--- config.mk ---
export PLATFORM = sky130hd
export DESIGN_NAME = arm_import_stub_decoder
export DESIGN_NICKNAME = d
export VERILOG_FILES = /design/src/sv/aisd_pkg.sv /design/src/sv/aisd_front.sv /design/src/sv/aisd_queue.sv /design/src/sv/aisd_back.sv /design/src/sv/arm_import_stub_decoder.sv
export VERILOG_INCLUDE_DIRS = /design/src /design/src/sv
export SDC_FILE = /design/constraint.sdc
export NUM_CORES = 1
export LEC_CHECK = 0
export ABC_AREA = 1
export CORE_MARGIN = 1
export CORE_UTILIZATION = 45
export DETAILED_ROUTE_END_ITERATION = 10
export DONT_BUFFER_PORTS = 1
export PLACE_DENSITY = 0.72
export RECOVER_POWER = 25
export SETUP_SLACK_MARGIN = 0.05
export SLEW_MARGIN = 10
export SYNTH_ARGS = -nofsm -noshare
export SYNTH_HDL_FRONTEND = slang
export SYNTH_HIERARCHICAL = 1
export SYNTH_SLANG_ARGS = --single-unit
export TNS_END_PERCENT = 5
--- constraint.sdc ---
create_clock -name clk -period 5.6 [get_ports clk]
set_input_delay 0 -clock clk [delete_from_list [all_inputs] [get_ports clk]]
set_output_delay 0 -clock clk [all_outputs]
set_load 0.02 [all_outputs]
--- src/sv/arm_import_stub_decoder_defines.svh ---
// Assertion helpers shared by the decoder modules.
`ifndef ARM_IMPORT_STUB_DECODER_DEFINES_SVH
`define ARM_IMPORT_STUB_DECODER_DEFINES_SVH

// Check cons in the same cycle as ante.
`define AISD_ASSERT_SAME(label, clk, rst_n, ante, cons, msg) \
	label: assert property (@(posedge clk) disable iff (!rst_n) (ante) |-> (cons)) \
		else $error(msg);

// Check cons in the cycle after ante.
`define AISD_ASSERT_NEXT(label, clk, rst_n, ante, cons, msg) \
	label: assert property (@(posedge clk) disable iff (!rst_n) (ante) |=> (cons)) \
		else $error(msg);

`endif

--- src/sv/aisd_pkg.sv ---
package aisd_pkg;

	localparam int unsigned WORD_W = 32;
	localparam int unsigned IMM_W  = 16;
	localparam int unsigned QDEPTH = 2;
	localparam int unsigned QPTR_W = (QDEPTH > 1) ? $clog2(QDEPTH) : 1;
	localparam int unsigned QCNT_W = $clog2(QDEPTH + 1);

	localparam logic [20:0] BX_PATTERN  = 21'h12FFF1;
	localparam logic [20:0] BLX_PATTERN = 21'h12FFF3;
	localparam logic [3:0]  COND_AL     = 4'hE;
	localparam logic [3:0]  REG_IP      = 4'hC;

	typedef enum logic [2:0] {
		CLS_UNKNOWN = 3'd0,
		CLS_MOV     = 3'd1,
		CLS_MOVT    = 3'd2,
		CLS_SVC     = 3'd3,
		CLS_BRANCH  = 3'd4
	} word_class_t;

	typedef enum logic [1:0] {
		KIND_NONE     = 2'd0,
		KIND_SYSCALL  = 2'd1,
		KIND_FUNCTION = 2'd2
	} stub_kind_t;

	typedef struct packed {
		word_class_t       cls;
		logic [IMM_W-1:0]  imm;
		logic [WORD_W-1:0] sym;
	} q_entry_t;

endpackage

--- src/sv/aisd_front.sv ---
module aisd_front
	import aisd_pkg::*;
(
	input  logic              s_tvalid,
	output logic              s_tready,
	input  logic [WORD_W-1:0] instr_word,
	input  logic [WORD_W-1:0] symbol_id,
	input  logic              q_ready,
	output logic              push,
	output q_entry_t          entry
);

	logic [2:0]  op;
	logic [20:0] mid;
	word_class_t cls;

	assign op  = instr_word[27:25];
	assign mid = instr_word[24:4];

	always_comb begin
		cls = CLS_UNKNOWN;
		if (instr_word[31:28] == COND_AL) begin
			if (op[2]) begin
				if (instr_word[27:24] == 4'hF)
					cls = CLS_SVC;
			end else if (op == 3'b001) begin
				if (instr_word[24:23] == 2'b10 && instr_word[21:20] == 2'b00 &&
						instr_word[15:12] == REG_IP)
					cls = instr_word[22] ? CLS_MOVT : CLS_MOV;
			end else if (op == 3'b000) begin
				if (mid == BX_PATTERN || mid == BLX_PATTERN)
					cls = CLS_BRANCH;
			end
		end
	end

	assign s_tready  = q_ready;
	assign push      = s_tvalid && q_ready;
	assign entry.cls = cls;
	assign entry.imm = {instr_word[19:16], instr_word[11:0]};
	assign entry.sym = symbol_id;

endmodule

--- src/sv/aisd_queue.sv ---
`include "arm_import_stub_decoder_defines.svh"

module aisd_queue
	import aisd_pkg::*;
(
	input  logic     clk,
	input  logic     arst_n,
	input  logic     push,
	input  q_entry_t push_entry,
	output logic     push_ready,
	input  logic     pop,
	output logic     pop_valid,
	output q_entry_t pop_entry
);

	q_entry_t          mem_q [QDEPTH];
	logic [QPTR_W-1:0] wr_ptr_q;
	logic [QPTR_W-1:0] rd_ptr_q;
	logic [QCNT_W-1:0] count_q;

	function automatic logic [QPTR_W-1:0] ptr_inc(input logic [QPTR_W-1:0] p);
		logic [QPTR_W-1:0] r;
		if (p == QPTR_W'(QDEPTH - 1))
			r = '0;
		else
			r = QPTR_W'(p + 1'b1);
		return r;
	endfunction

	assign push_ready = (count_q != QCNT_W'(QDEPTH));
	assign pop_valid  = (count_q != '0);
	assign pop_entry  = mem_q[rd_ptr_q];

	always_ff @(posedge clk) begin
		if (push)
			mem_q[wr_ptr_q] <= push_entry;
	end

	always_ff @(posedge clk or negedge arst_n) begin
		if (!arst_n) begin
			wr_ptr_q <= '0;
			rd_ptr_q <= '0;
			count_q  <= '0;
		end else begin
			if (push)
				wr_ptr_q <= ptr_inc(wr_ptr_q);
			if (pop)
				rd_ptr_q <= ptr_inc(rd_ptr_q);
			if (push && !pop)
				count_q <= QCNT_W'(count_q + 1'b1);
			else if (pop && !push)
				count_q <= QCNT_W'(count_q - 1'b1);
		end
	end

	`AISD_ASSERT_SAME(a_q_no_underflow, clk, arst_n, pop, count_q != '0, "pop from empty queue")
	`AISD_ASSERT_SAME(a_q_no_overflow, clk, arst_n, 1'b1, count_q <= QCNT_W'(QDEPTH), "queue overfilled")

endmodule

--- src/sv/aisd_back.sv ---
`include "arm_import_stub_decoder_defines.svh"

module aisd_back
	import aisd_pkg::*;
(
	input  logic              clk,
	input  logic              arst_n,
	input  logic              q_valid,
	input  q_entry_t          q_entry,
	output logic              pop,
	output logic              m_tvalid,
	input  logic              m_tready,
	output word_class_t       word_class,
	output logic              stub_done,
	output stub_kind_t        stub_kind,
	output logic [WORD_W-1:0] stub_value,
	output logic              stub_resolved,
	output logic [WORD_W-1:0] symbol_out
);

	logic [WORD_W-1:0] accum_q;
	logic [WORD_W-1:0] accum_upd;
	logic              done;
	stub_kind_t        kind;
	logic              out_valid_q;

	always_comb begin
		accum_upd = accum_q;
		done      = 1'b0;
		kind      = KIND_NONE;
		case (q_entry.cls)
			CLS_MOV:    accum_upd = {{(WORD_W-IMM_W){1'b0}}, q_entry.imm};
			CLS_MOVT:   accum_upd = accum_q | {q_entry.imm, {(WORD_W-IMM_W){1'b0}}};
			CLS_SVC: begin
				done = 1'b1;
				kind = KIND_SYSCALL;
			end
			CLS_BRANCH: begin
				done = 1'b1;
				kind = KIND_FUNCTION;
			end
			default: ;
		endcase
	end

	assign pop      = q_valid && (!out_valid_q || m_tready);
	assign m_tvalid = out_valid_q;

	always_ff @(posedge clk or negedge arst_n) begin
		if (!arst_n) begin
			accum_q     <= '0;
			out_valid_q <= 1'b0;
		end else begin
			if (pop) begin
				accum_q     <= done ? '0 : accum_upd;
				out_valid_q <= 1'b1;
			end else if (m_tready) begin
				out_valid_q <= 1'b0;
			end
		end
	end

	always_ff @(posedge clk) begin
		if (pop) begin
			word_class    <= q_entry.cls;
			stub_done     <= done;
			stub_kind     <= kind;
			stub_value    <= accum_upd;
			stub_resolved <= done && (accum_upd != '0);
			symbol_out    <= q_entry.sym;
		end
	end

	`AISD_ASSERT_NEXT(a_clear_after_end, clk, arst_n, pop && done, accum_q == '0, "accumulator kept after stub end")
	`AISD_ASSERT_SAME(a_resolved_ok, clk, arst_n, out_valid_q && stub_resolved, stub_done && (stub_value != '0), "resolved without done or value")

endmodule

--- src/sv/arm_import_stub_decoder.sv ---
// ARM import stub decoder.
// Input channel s_axis: one beat per 32-bit instruction word of a stub, with the
// stub's symbol id alongside. Output channel m_axis: exactly one beat per input
// beat, in order, carrying the decoded class, the accumulated immediate value and
// the symbol id. tlast marks the word that ends a stub (SVC, BX or BLX); on that
// beat tuser also gives the stub kind and tdata bit 32 is set when the value is
// nonzero, and the accumulator is cleared for the next stub.
// A result beat passes from the two-entry queue behind the classifier into the
// output register before it turns valid on m_axis. Throughput: one word per
// cycle while m_axis_tready stays high, set by the single accumulator update in
// the back end.
// Reset clears the queue, the output valid and the accumulator; s_axis_tready
// rises right away. When m_axis_tready is low the output register holds its beat
// and the queue absorbs up to two more words before s_axis_tready drops.
module arm_import_stub_decoder
	import aisd_pkg::*;
(
	input  logic        clk,
	input  logic        arst_n,
	input  logic        s_axis_tvalid,
	output logic        s_axis_tready,
	input  logic [63:0] s_axis_tdata,  // instr_word[31:0], symbol_id[63:32]
	output logic        m_axis_tvalid,
	input  logic        m_axis_tready,
	output logic [71:0] m_axis_tdata,  // stub_value[31:0], stub_resolved[32], symbol_out[64:33], 0
	output logic        m_axis_tlast,  // stub_done
	output logic [4:0]  m_axis_tuser   // word_class[2:0], stub_kind[4:3]
);

	logic              q_ready;
	logic              push;
	q_entry_t          push_entry;
	logic              q_valid;
	logic              pop;
	q_entry_t          pop_entry;
	word_class_t       word_class;
	stub_kind_t        stub_kind;
	logic [WORD_W-1:0] stub_value;
	logic              stub_resolved;
	logic [WORD_W-1:0] symbol_out;

	aisd_front u_front (
		.s_tvalid   (s_axis_tvalid),
		.s_tready   (s_axis_tready),
		.instr_word (s_axis_tdata[31:0]),
		.symbol_id  (s_axis_tdata[63:32]),
		.q_ready    (q_ready),
		.push       (push),
		.entry      (push_entry)
	);

	aisd_queue u_queue (
		.clk        (clk),
		.arst_n     (arst_n),
		.push       (push),
		.push_entry (push_entry),
		.push_ready (q_ready),
		.pop        (pop),
		.pop_valid  (q_valid),
		.pop_entry  (pop_entry)
	);

	aisd_back u_back (
		.clk           (clk),
		.arst_n        (arst_n),
		.q_valid       (q_valid),
		.q_entry       (pop_entry),
		.pop           (pop),
		.m_tvalid      (m_axis_tvalid),
		.m_tready      (m_axis_tready),
		.word_class    (word_class),
		.stub_done     (m_axis_tlast),
		.stub_kind     (stub_kind),
		.stub_value    (stub_value),
		.stub_resolved (stub_resolved),
		.symbol_out    (symbol_out)
	);

	assign m_axis_tdata = {7'b0, symbol_out, stub_resolved, stub_value};
	assign m_axis_tuser = {stub_kind, word_class};

endmodule
==> impl_metrics.toml <==
[run_status]
status = "finished with violations"
violations = "max-capacitance violations, max-slew violations"

[cts]
cts_resized = 0
cts_buffer_depth = 3
cts_inserted_buffers = 24
cts_setup_buffers = 0
cts_tree = "yes"
clock-sinks = 210
clk_latency_ps = 510
clock-root-buffer = "clkbuf_16"
htree_levels = 1
clk_pin_slew_ps = 60

[routing]
vias = 4735
drc = 0
firstDrtPassIters = 5
wire_per_inst_um = 16.8
routed_via_density = 4.95
routed_wl_mm = 16.1
drt_iter0_markers = 324
ant_nets = 0

[setup_path]
end_kind = "flip-flop"
critPathTopFamily = "simple AND/OR/NAND/NOR gates"
cp_max_fo = 52
path_cells = "mux2_4, nor2_4, nand2_4, o21ai_0, nand2_1, nor2_1, nand2_1, nor2_1, nand3_1, nand2_1, inv_1"
path_depth = 11
start_kind = "flip-flop"
worstPathRequired_ps = 5860
reg2regPathDepth = 11
path_common_cell = "nand2_1"
cpPeakStageDelay_ps = 1050
path_buf_inv = 1
crit_slowest_cell = "dfrtp_4"
cp.arrival_ps = 3470
path_class = "flip-flop to flip-flop"

[floorplan]
core_area_mm2 = 0.0195
dieArea_mm2 = 0.0204
rows = 51
die_x_um = 143
fp.dieH_um = 143
start_util_pct = 45.9
io_pins = 148

[global_route]
grt_antenna_before_repair = 3
grt_use_total_pct = 16.0
grt_pass1_vias = 4678
overflow = 0
grt_pass1_wl_mm = 24.8
grt_max_degree = 123

[synthesis]
syn_area_per_cell_um2 = 13.8
yosysSeqAreaShare_pct = 68.5
synth_ff_type = "edfxtp_1"
synth_top_area_share_pct = 58.1
netlist_instances = 648
syn_area_mm2 = 0.00893
synth_edf_count = 173
async_flop_share_pct = 17.6
synth_cell_type_count = 33
ys_ff_latch = 210
yosysTopAreaCell = "edfxtp_1"
yosys_warnings = 6
yosys-top-cells-area = "edfxtp_1, dfrtp_1, mux2_4, buf_4, nand2_1"

[power]
p_sw_share_pct = 34.3
peakVddDrop_v = 0.000326
cellInternalPower_mw = 3.94
p_clk_share_pct = 26.5
switchingPower_mw = 2.06
cellPowerDensity_mw_per_mm2 = 588
pwr-share-seq_pct = 49.9
power.leakage_nw = 4.12
power.share.combinational_pct = 23.6

[sta]
setup_viol = 0
rsz0062_at_grt = "false"
finClkSkew_ps = 13.9
worst-slew-pin-transition_ps = 2150
timing.hold.ws_ps = 144
slew_headroom_pct = -43.3
min_period_ps = 3210
fin_crit_sh_pct = 57.3
setup_tns_ps = 0
hold_viol = 0
clock.fmax_mhz = 311
drv_slew = 38

[layout]
post-route-util_pct = 52.5
layout_common_cells = "edfxtp_1, nand2_1, inv_1, dlygate4sd3_1, mux2_4"
layout.nets = 742
regArea_mm2 = 0.00612
final_common_cell = "edfxtp_1"
area_growth_pct = 14.3
drive_gt1_share_pct = 15.7
fill_cells = 1608
multi_input_area_mm2 = 0.00194

[placement]
dpl.hpwl_mm = 9.96
finalWeightedCongestion = 0.805
io_buffers = 0

[min_path]
hold_path.class = "input port to flip-flop"
hold_path_depth = 1

[job]
max_cap_violations = 1
final cells by class:
class                           instances  area share [%]
Sequential cell                       210            60.0
Multi-Input combinational cell        291            19.0
Timing Repair Buffer                   71            6.97
Clock buffer                           27            6.20
Tap cell                              265            3.25
Inverter                               75            2.76
Clock inverter                         15            1.75
Antenna cell                            3          0.0735
sequential cells by signal, summed over array words and instances (netlist names):
signal / cells
u_back/stub_resolved: 1
u_back/stub_kind: 2
u_queue/rd_ptr_q: 1
u_back/accum_q: 32
u_back/m_tvalid: 1
u_queue/count_q: 2
u_back/word_class: 3
u_back/stub_value: 32
u_queue/mem_q: 102
u_back/symbol_out: 32
u_queue/wr_ptr_q: 1
u_back/stub_done: 1
cells by family (layout without fill, tap and decap cells):
group	Yosys count	count (layout)	share of synthesized area (%)
AO/OA/AOI/OAI	49	49	2.97
XOR/XNOR	3	3	0.294
adder cells (fa/ha/maj)	1	1	0.140
buffers and inverters	153	188	10.3
flip-flops	210	210	68.5
multiplexers	51	51	8.49
other	1	10	0.0420
AND/OR/NAND/NOR	180	180	9.31
Yosys cell counts, types with 2 or more instances:
cell and instances:
edfxtp_1 173, nand2_1 88, inv_1 73, buf_4 62, mux2_4 49, nand3_1 39
dfrtp_1 37, nor2_1 25, o21ai_0 22, o22ai_1 16, nand3b_1 11, o21ai_1 8
buf_12 5, nand4_1 5, buf_2 4, clkbuf_1 4, a21oi_1 3, buf_6 3
inv_2 2, mux2_2 2, nand2_2 2, nor2_2 2, nor2_4 2, xor2_1 2
worst reg2reg max path, cell delays in order (launching register included):
cell	delay [ps]
dfrtp_4	1050
mux2_4	400
nor2_4	320
nand2_4	300
o21ai_0	400
nand2_1	80
nor2_1	90
nand2_1	60
nor2_1	100
nand3_1	80
nand2_1	60
inv_1	40
path summary, 6_finish.rpt:
| check | slack [ps] | endpoint | startpoint |
|---|---|---|---|
| setup / recovery | 2390 | u_back/stub_resolved | u_queue/rd_ptr_q |
| hold / removal | 140 | u_queue/mem_q[0][27] | s_axis_tdata[59] |
| setup reg to reg | 2390 | u_back/stub_resolved | u_queue/rd_ptr_q |
| hold reg to reg | 510 | u_queue/count_q[0] | u_queue/count_q[0] |
| max in group asynchronous | 3120 | u_queue/rd_ptr_q | arst_n |
| min in group asynchronous | 970 | u_queue/count_q[1] | arst_n |
power groups by stage:
stage | Clock (mW) | Sequential (mW) | Combinational (mW)
floorplan | 0 | 2.85 | 1.30
global placement | 0 | 3.03 | 1.34
detailed placement | 0 | 3.05 | 1.38
CTS | 1.63 | 3.02 | 1.42
global route | 1.68 | 3.06 | 1.57
finish | 1.59 | 3.00 | 1.42
metrics by stage:
step	power [mW]	area, µm²	std cells	setup slack, ps
floorplan	4.15	8960	654	2300
global placement	4.37	8700	843	2450
detailed placement	4.42	8700	843	2380
CTS	6.07	10200	954	2370
global route	6.32	10200	957	2010
finish	6.00	10200	957	2390
metal layers:
layer	up-vias	global-route usage, %	part of all wire [%]
met3	42	4.93	7.1
li1	2224	-	-
met5	-	0	0
met1	2301	20.1	41
met2	168	26.0	48
met4	0	6.06	3.5
timing repair:
action / CTS / global route
hold buffers: 69 / 0
endpoints found under the setup margin: 0 / 0
endpoints found under the hold margin: 142 / 0
Note: power is estimated with default switching activity, not from simulation.
